$ cat src/glmf_pkg.sv
package glmf_pkg;

    localparam int MAX_ROWS_DEF   = 64;
    localparam int MAX_COLS_DEF   = 64;
    localparam int PIXEL_BITS_DEF = 16;

    localparam int CFG_W     = 7;
    localparam int CFG_IDX_W = 8;
    localparam logic [CFG_IDX_W-1:0] CFG_FRAME_ROWS = CFG_IDX_W'(0);
    localparam logic [CFG_IDX_W-1:0] CFG_FRAME_COLS = CFG_IDX_W'(1);

    localparam int POS_W     = 6;
    localparam int M_TDATA_W = 16;

    localparam int RES_PER_PIX = 3;
    localparam int QDEPTH      = 4;
    localparam int QPTR_W      = 2;
    localparam int QCNT_W      = 3;

    typedef struct packed {
        logic [POS_W-1:0] col;
        logic [POS_W-1:0] row;
        logic             last;
    } res_t;

    typedef struct packed {
        logic [RES_PER_PIX-1:0] valid;
        res_t [RES_PER_PIX-1:0] item;
    } res_group_t;

endpackage

$ cat src/glmf_cell.sv
module glmf_cell #(
    parameter int W = 16
) (
    input  logic         clk,
    input  logic         shift_en,
    input  logic         load_sel,
    input  logic [W-1:0] shift_in,
    input  logic [W-1:0] load_in,
    output logic [W-1:0] value
);

    logic [W-1:0] value_reg;

    always_ff @(posedge clk)
    begin
        if (shift_en)
        begin
            value_reg <= load_sel ? load_in : shift_in;
        end
    end

    assign value = value_reg;

endmodule

$ cat src/glmf_line.sv
module glmf_line #(
    parameter int W   = 16,
    parameter int LEN = 64,
    parameter int IW  = 6
) (
    input  logic          clk,
    input  logic          shift_en,
    input  logic [IW-1:0] entry,
    input  logic [W-1:0]  din,
    output logic [W-1:0]  tail,
    output logic [W-1:0]  near_tail
);

    logic [W-1:0] tap [LEN];

    for (genvar k = 0; k < LEN; k++)
    begin : g_cell
        logic [W-1:0] feed;

        if (k == 0)
        begin : g_head
            assign feed = din;
        end
        else
        begin : g_body
            assign feed = tap[k-1];
        end

        glmf_cell #(
            .W(W)
        ) u_cell (
            .clk      (clk),
            .shift_en (shift_en),
            .load_sel (entry == IW'(k)),
            .shift_in (feed),
            .load_in  (din),
            .value    (tap[k])
        );
    end

    assign tail = tap[LEN-1];

    if (LEN >= 2)
    begin : g_near
        assign near_tail = tap[LEN-2];
    end
    else
    begin : g_near_din
        assign near_tail = din;
    end

endmodule

$ cat src/glmf_result_queue.sv
module glmf_result_queue (
    input  logic                clk,
    input  logic                rst_n,
    input  glmf_pkg::res_group_t push,
    output glmf_pkg::res_t      head,
    output logic                head_valid,
    input  logic                pop_ready,
    output logic                space_ok
);

    import glmf_pkg::*;

    res_t              mem_reg [QDEPTH];
    logic [QPTR_W-1:0] wr_ptr_reg, wr_ptr_next;
    logic [QPTR_W-1:0] rd_ptr_reg, rd_ptr_next;
    logic [QCNT_W-1:0] count_reg, count_next;
    logic [QPTR_W-1:0] slot [RES_PER_PIX];
    logic [QCNT_W-1:0] npush;
    logic              pop;

    always_comb
    begin
        slot[0] = wr_ptr_reg;
        slot[1] = wr_ptr_reg + QPTR_W'(push.valid[0]);
        slot[2] = wr_ptr_reg + QPTR_W'(push.valid[0]) + QPTR_W'(push.valid[1]);
        npush   = QCNT_W'($countones(push.valid));
    end

    assign head_valid = (count_reg != '0);
    assign head       = mem_reg[rd_ptr_reg];
    assign pop        = head_valid && pop_ready;
    assign space_ok   = (count_reg <= QCNT_W'(QDEPTH - RES_PER_PIX));

    always_comb
    begin
        wr_ptr_next = wr_ptr_reg + QPTR_W'(npush);
        rd_ptr_next = rd_ptr_reg + QPTR_W'(pop);
        count_next  = count_reg + npush - QCNT_W'(pop);
    end

    always_ff @(posedge clk)
    begin
        for (int i = 0; i < RES_PER_PIX; i++)
        begin
            if (push.valid[i])
            begin
                mem_reg[slot[i]] <= push.item[i];
            end
        end
    end

    always_ff @(posedge clk or negedge rst_n)
    begin
        if (!rst_n)
        begin
            wr_ptr_reg <= '0;
            rd_ptr_reg <= '0;
            count_reg  <= '0;
        end
        else
        begin
            wr_ptr_reg <= wr_ptr_next;
            rd_ptr_reg <= rd_ptr_next;
            count_reg  <= count_next;
        end
    end

endmodule

$ cat src/grid_local_maximum_finder_top.sv
// Local maximum finder, 4-neighbor, over a raster-order pixel stream.
// Slave stream (s_tvalid/s_tready/s_tdata): one signed pixel per transfer,
// row by row, frame_rows x frame_cols pixels per frame.
// Master stream (m_tvalid/m_tready/m_tdata/m_tlast): one peak position per
// transfer; m_tlast marks the final result caused by one input pixel.
// Config channel (cfg_valid/cfg_ready/cfg_index/cfg_data): index 0 sets
// frame_rows, index 1 sets frame_cols; a write to either restarts the
// frame. Write only while the block is idle. cfg_ready is always high.
// Results of a pixel queue behind any waiting results. Throughput: one
// pixel per cycle while s_tready is high, set by the cell chains that
// shift once per pixel. A pixel in the last row can cause up to three
// results; s_tready drops while two or more results wait in the 4-entry
// result queue, so a stalled receiver backs up into the pixel stream.
// Reset: counters, neighbor registers and queue clear; frame size returns
// to MAX_ROWS x MAX_COLS. Line cells are not cleared: every cell read is
// written earlier in the same frame.
module grid_local_maximum_finder_top #(
    parameter int MAX_ROWS   = glmf_pkg::MAX_ROWS_DEF,
    parameter int MAX_COLS   = glmf_pkg::MAX_COLS_DEF,
    parameter int PIXEL_BITS = glmf_pkg::PIXEL_BITS_DEF
) (
    input  logic                                clk,
    input  logic                                rst_n,
    input  logic                                s_tvalid,
    output logic                                s_tready,
    input  logic [((PIXEL_BITS+7)/8)*8-1:0]     s_tdata,   // pixel_value
    output logic                                m_tvalid,
    input  logic                                m_tready,
    output logic [glmf_pkg::M_TDATA_W-1:0]      m_tdata,   // peak_row, peak_col
    output logic                                m_tlast,   // last_of_run
    input  logic                                cfg_valid,
    output logic                                cfg_ready,
    input  logic [glmf_pkg::CFG_IDX_W-1:0]      cfg_index,
    input  logic [glmf_pkg::CFG_W-1:0]          cfg_data
);

    import glmf_pkg::*;

    localparam int RW = (MAX_ROWS > 1) ? $clog2(MAX_ROWS) : 1;
    localparam int CW = (MAX_COLS > 1) ? $clog2(MAX_COLS) : 1;

    logic [RW-1:0] row_reg, row_next;
    logic [CW-1:0] col_reg, col_next;
    logic [RW-1:0] last_row_reg, last_row_next;
    logic [CW-1:0] last_col_reg, last_col_next;
    logic [CW-1:0] entry_reg, entry_next;

    logic signed [PIXEL_BITS-1:0] pix;
    logic signed [PIXEL_BITS-1:0] prev_reg, prev2_reg, d_cp1_reg;
    logic signed [PIXEL_BITS-1:0] d_c, d_cm1, d_2c;
    logic [PIXEL_BITS-1:0]        l1_tail, l1_near, l2_tail, l2_near;

    logic       accept;
    logic       cfg_wr;
    logic       restart;
    logic       space_ok;
    logic       r_ge1, r_ge2, c_ge1, c_ge2;
    logic       r_is_last, c_is_last;
    logic       ok_a, ok_b, ok_c;
    logic [RW-1:0] row_dec;
    logic [CW-1:0] col_dec;
    res_group_t push;
    res_t       head;
    logic       head_valid;

    assign pix       = $signed(s_tdata[PIXEL_BITS-1:0]);
    assign s_tready  = space_ok;
    assign accept    = s_tvalid && s_tready;
    assign cfg_ready = 1'b1;
    assign cfg_wr    = cfg_valid && cfg_ready;
    assign restart   = cfg_wr && ((cfg_index == CFG_FRAME_ROWS) || (cfg_index == CFG_FRAME_COLS));

    glmf_line #(
        .W   (PIXEL_BITS),
        .LEN (MAX_COLS),
        .IW  (CW)
    ) u_line_near (
        .clk       (clk),
        .shift_en  (accept),
        .entry     (entry_reg),
        .din       (s_tdata[PIXEL_BITS-1:0]),
        .tail      (l1_tail),
        .near_tail (l1_near)
    );

    glmf_line #(
        .W   (PIXEL_BITS),
        .LEN (MAX_COLS),
        .IW  (CW)
    ) u_line_far (
        .clk       (clk),
        .shift_en  (accept),
        .entry     (entry_reg),
        .din       (l1_tail),
        .tail      (l2_tail),
        .near_tail (l2_near)
    );

    assign d_c   = $signed(l1_tail);
    assign d_cm1 = $signed(l1_near);
    assign d_2c  = $signed(l2_tail);

    always_comb
    begin
        last_row_next = last_row_reg;
        last_col_next = last_col_reg;
        if (cfg_wr && (cfg_index == CFG_FRAME_ROWS))
        begin
            priority if (cfg_data == '0)
                last_row_next = '0;
            else if (32'(cfg_data) > MAX_ROWS)
                last_row_next = RW'(MAX_ROWS - 1);
            else
                last_row_next = RW'(cfg_data - CFG_W'(1));
        end
        if (cfg_wr && (cfg_index == CFG_FRAME_COLS))
        begin
            priority if (cfg_data == '0)
                last_col_next = '0;
            else if (32'(cfg_data) > MAX_COLS)
                last_col_next = CW'(MAX_COLS - 1);
            else
                last_col_next = CW'(cfg_data - CFG_W'(1));
        end
        entry_next = CW'(MAX_COLS - 1) - last_col_next;
    end

    always_comb
    begin
        row_next = row_reg;
        col_next = col_reg;
        priority if (restart)
        begin
            row_next = '0;
            col_next = '0;
        end
        else if (accept)
        begin
            if (col_reg == last_col_reg)
            begin
                col_next = '0;
                row_next = (row_reg == last_row_reg) ? '0 : row_reg + RW'(1);
            end
            else
            begin
                col_next = col_reg + CW'(1);
            end
        end
    end

    always_comb
    begin
        r_ge1     = (row_reg != '0);
        r_ge2     = ({1'b0, row_reg} >= (RW+1)'(2));
        c_ge1     = (col_reg != '0);
        c_ge2     = ({1'b0, col_reg} >= (CW+1)'(2));
        r_is_last = (row_reg == last_row_reg);
        c_is_last = (col_reg == last_col_reg);
        row_dec   = row_reg - RW'(1);
        col_dec   = col_reg - CW'(1);

        ok_a = r_ge1 && (d_c >= pix)
            && !(r_ge2 && (d_c < d_2c))
            && !(c_ge1 && (d_c < d_cp1_reg))
            && !(!c_is_last && (d_c < d_cm1));
        ok_b = r_is_last && c_ge1 && (prev_reg >= pix)
            && !(c_ge2 && (prev_reg < prev2_reg))
            && !(r_ge1 && (prev_reg < d_cp1_reg));
        ok_c = r_is_last && c_is_last
            && !(c_ge1 && (pix < prev_reg))
            && !(r_ge1 && (pix < d_c));

        push.valid        = {ok_c, ok_b, ok_a} & {RES_PER_PIX{accept}};
        push.item[0].row  = POS_W'(row_dec);
        push.item[0].col  = POS_W'(col_reg);
        push.item[0].last = !ok_b && !ok_c;
        push.item[1].row  = POS_W'(row_reg);
        push.item[1].col  = POS_W'(col_dec);
        push.item[1].last = !ok_c;
        push.item[2].row  = POS_W'(row_reg);
        push.item[2].col  = POS_W'(col_reg);
        push.item[2].last = 1'b1;
    end

    glmf_result_queue u_queue (
        .clk        (clk),
        .rst_n      (rst_n),
        .push       (push),
        .head       (head),
        .head_valid (head_valid),
        .pop_ready  (m_tready),
        .space_ok   (space_ok)
    );

    assign m_tvalid = head_valid;
    assign m_tdata  = {{(M_TDATA_W - 2*POS_W){1'b0}}, head.col, head.row};
    assign m_tlast  = head.last;

    always_ff @(posedge clk or negedge rst_n)
    begin
        if (!rst_n)
        begin
            row_reg      <= '0;
            col_reg      <= '0;
            last_row_reg <= RW'(MAX_ROWS - 1);
            last_col_reg <= CW'(MAX_COLS - 1);
            entry_reg    <= '0;
            prev_reg     <= '0;
            prev2_reg    <= '0;
            d_cp1_reg    <= '0;
        end
        else
        begin
            row_reg      <= row_next;
            col_reg      <= col_next;
            last_row_reg <= last_row_next;
            last_col_reg <= last_col_next;
            entry_reg    <= entry_next;
            if (accept)
            begin
                prev_reg  <= pix;
                prev2_reg <= prev_reg;
                d_cp1_reg <= d_c;
            end
        end
    end

endmodule

$ cat config.mk
export PLATFORM = sky130hd
export DESIGN_NAME = grid_local_maximum_finder_top
export DESIGN_NICKNAME = d
export VERILOG_FILES = /design/src/glmf_pkg.sv /design/src/glmf_cell.sv /design/src/glmf_line.sv /design/src/glmf_result_queue.sv /design/src/grid_local_maximum_finder_top.sv
export SDC_FILE = /design/constraint.sdc
export NUM_CORES = 2
export LEC_CHECK = 0
export BUFFER_PORTS_ARGS = -buffer_cell sky130_fd_sc_hd__buf_4
export CORE_MARGIN = 4
export CORE_UTILIZATION = 35
export DETAILED_ROUTE_END_ITERATION = 12
export PLACE_DENSITY = 0.48
export SLEW_MARGIN = 20
export SYNTH_ARGS = -nofsm -noshare
export SYNTH_HDL_FRONTEND = slang
export SYNTH_SLANG_ARGS = --single-unit
$ cat constraint.sdc
create_clock -name clk -period 76.8 [get_ports clk]
set_input_delay 7.68 -clock clk [delete_from_list [all_inputs] [get_ports clk]]
set_output_delay 7.68 -clock clk [all_outputs]
set_load 0.01 [all_outputs]
==> results_dict.tcl <==
set metrics [dict create \
    final-max-slew-violation-count 0 \
    hold_buffers 0 \
    leakage_nw 36.8 \
    die_x_um 527 \
    met1_length_mm 110 \
    fmax_ghz 0.0750 \
    period_share_pct 17.4 \
    grt_max_degree 189 \
    via_per_inst 5.14 \
    antenna_found_initial 14 \
    max_slew_margin_pct 20.5 \
    min_from "u_line_far.g_cell[48].u_cell.value[5]" \
    wl_met2_mm 119 \
    grt_usage_pct 17.2 \
    grt_pass1_vias 52700 \
    regArea_um2 65200 \
    grt_pass1_wl_mm 360 \
    numCtsBuffers 235 \
    p_int_mw 2.41 \
    path_clk_slew_ps 60 \
    post_cts_buffers 0 \
    ioPinCount 56 \
    met3_length_mm 8.47 \
    dpl.hpwl_mm 132 \
    synthFlopType "edfxtp_1" \
    yosysSeqAreaShare_pct 69.2 \
    clk_path_buf_depth 3 \
    die_area_um2 278000 \
    routed_wirelength_mm 242 \
    critical_path_class "input pin to flip-flop" \
    synth-edff-count 2096 \
    area_growth_pct 12.2 \
    ant_nets 0 \
    initial_core_util_pct 35.2 \
    yosysWarnings 0 \
    cts-resized-gates 0 \
    fin_skew_ps 52.6 \
    outcome "completed" \
    wire_per_inst_um 24.2 \
    overflow 0 \
    core-area_um2 268000 \
    cts_num_sinks 2185 \
    drive_gt1_share_pct 30.1 \
    multi_input_area_um2 26900 \
    cts_tree "built" \
    die_h_um 527 \
    finalSetupTns_ps 0 \
    cts-root-buf "clkbuf_16" \
    worstReg2RegStart "u_queue.count_reg[2]" \
    reg2reg_to "u_line_near.g_cell[31].u_cell.value[4]" \
    hold_viol_final 0 \
    regToRegSetupSlack_ps 69660 \
    htreeDepth 4 \
    pwr_density_cell_nw_per_um2 31.2 \
    setup_viol 0 \
    drtIter0Drc 3893 \
    place_congestion 0.755 \
    async_flop_share_pct 3.89 \
    synth_cells 6342 \
    route.detailed.drc 0 \
    worst_r2r_path_depth 9 \
    tightest_slew_ps 1190 \
    final_common_cell "edfxtp_1" \
    firstDrtPassIters 5 \
    path_max_fanout 107 \
    highest_layer "met4" \
    arrival_ps 13790 \
    critPathLaunchType "input pin" \
    cp_data_required_time_ps 77270 \
    final_nets 6410 \
    yosysUniqueCellTypes 69 \
    share_seq_of_total_power_pct 51.0 \
    syn_area_um2 94200 \
    clock_latency_ps 860 \
    endpoint "u_line_near.g_cell[31].u_cell.value[4]" \
    final_cell_mix "2096 x edfxtp_1, 1323 x mux2_2, 829 x nand2_1" \
    rsz0062_at_grt "false" \
    maxCapViolations 0 \
    power_switching_uw 891 \
    syn_avg_cell_area_um2 14.9 \
    endpoint_kind "flip-flop" \
    min_period_ps 13330 \
    p_sw_share_pct 27.0 \
    placement.io_buffers 50 \
    vdd_drop_max_v 0.0000216 \
    num_rows 190 \
    startpoint "s_tvalid" \
    worst_hold_path_type "flip-flop to flip-flop" \
    synth-seq-cells 2185 \
    power_mw 3.30 \
    p_comb_share_pct 16.0 \
    pwr-share-clk_pct 33.0 \
    n_fill_cell 24700 \
    vias 51400 \
]
[cell type report]
type | instances | area share (%)
Clock buffer | 315 | 6.08
Inverter | 117 | 0.422
Antenna cell | 2 | 0.00473
Clock inverter | 122 | 0.851
Tap cell | 3552 | 4.20
Multi-Input combinational cell | 3519 | 25.4
Timing Repair Buffer | 189 | 1.42
Sequential cell | 2185 | 61.6
[logic make-up (layout without fill, tap and decap cells)]
group / after synthesis / count (layout) / synth area share (%)
AOI/OAI and AO/OA: 895 / 895 / 5.00
and+or+nand+nor: 1076 / 1076 / 4.65
DFF: 2185 / 2185 / 69.2
buffers and inverters: 641 / 743 / 2.59
other: 2 / 7 / 0.00797
xor gates and xnor gates: 63 / 63 / 0.586
adders and majority gates: 127 / 127 / 1.70
muxes: 1353 / 1353 / 16.3
[worst min path at each step]
stage | to | slack (ps) | cells after the start
after floorplan | prev2_reg[0] | 440 | 2
after global placement | prev2_reg[0] | 490 | 2
after detailed placement | prev2_reg[0] | 490 | 2
after CTS | u_line_far.g_cell[49].u_cell.value[5] | 490 | 2
after global routing | u_line_far.g_cell[49].u_cell.value[5] | 510 | 2
final | u_line_far.g_cell[49].u_cell.value[5] | 490 | 2
[cells in the mapped netlist, types with 13 or more instances]
cell / number / area share, %
a21oi_1: 48 / 0.25
buf_1: 23 / 0.092
clkbuf_1: 486 / 1.9
dfrtp_1: 73 / 1.9
edfxtp_1: 2096 / 67
ha_1: 125 / 1.7
inv_1: 116 / 0.46
mux2_2: 1323 / 16
mux2i_1: 16 / 0.17
mux4_2: 13 / 0.31
nand2_1: 861 / 3.4
nand2b_1: 19 / 0.13
nand3_1: 20 / 0.11
nand4_1: 23 / 0.15
nor2_1: 78 / 0.31
nor3_1: 14 / 0.074
o21ai_0: 781 / 4.1
xnor2_1: 41 / 0.38
xor2_1: 22 / 0.20
[power groups by stage]
stage	clock network (mW)	logic [mW]	registers [mW]
6_report	1.09	0.530	1.68
5_1_grt	1.17	0.594	1.70
3_3_place_gp	0	0.534	1.71
2_1_floorplan	0	0.370	2.34
3_5_place_dp	0	0.540	1.71
4_1_cts	1.12	0.544	1.69
[through the flow]
stage                     hold WS, ps  utilization (%)  area, µm²  setup WS (ps)  instances
after floorplan                   438                -      94200           9390       6345
after global placement            488             36.7      98300          62590       9558
after detailed placement          487             36.7      98400          62530       9562
after CTS                         486             39.5     106000          63490       9999
after global routing              506             39.5     106000          63080      10000
final                             490             39.5     106000          63470      10000
[worst max-delay path, cell delays in order]
cell and delay, ps:
buf_4 70, nand2_1 410, inv_8 650, buf_4 730
buf_4 810, buf_4 710, buf_4 710, buf_4 860
buf_4 850
[metal layers]
layer | up-vias | global-route usage, %
met5 | - | 0
met2 | 857 | 29.4
met3 | 269 | 2.27
met1 | 26900 | 23.4
met4 | 0 | 3.48
li1 | 23400 | -
(Power assumes the default switching activity.)
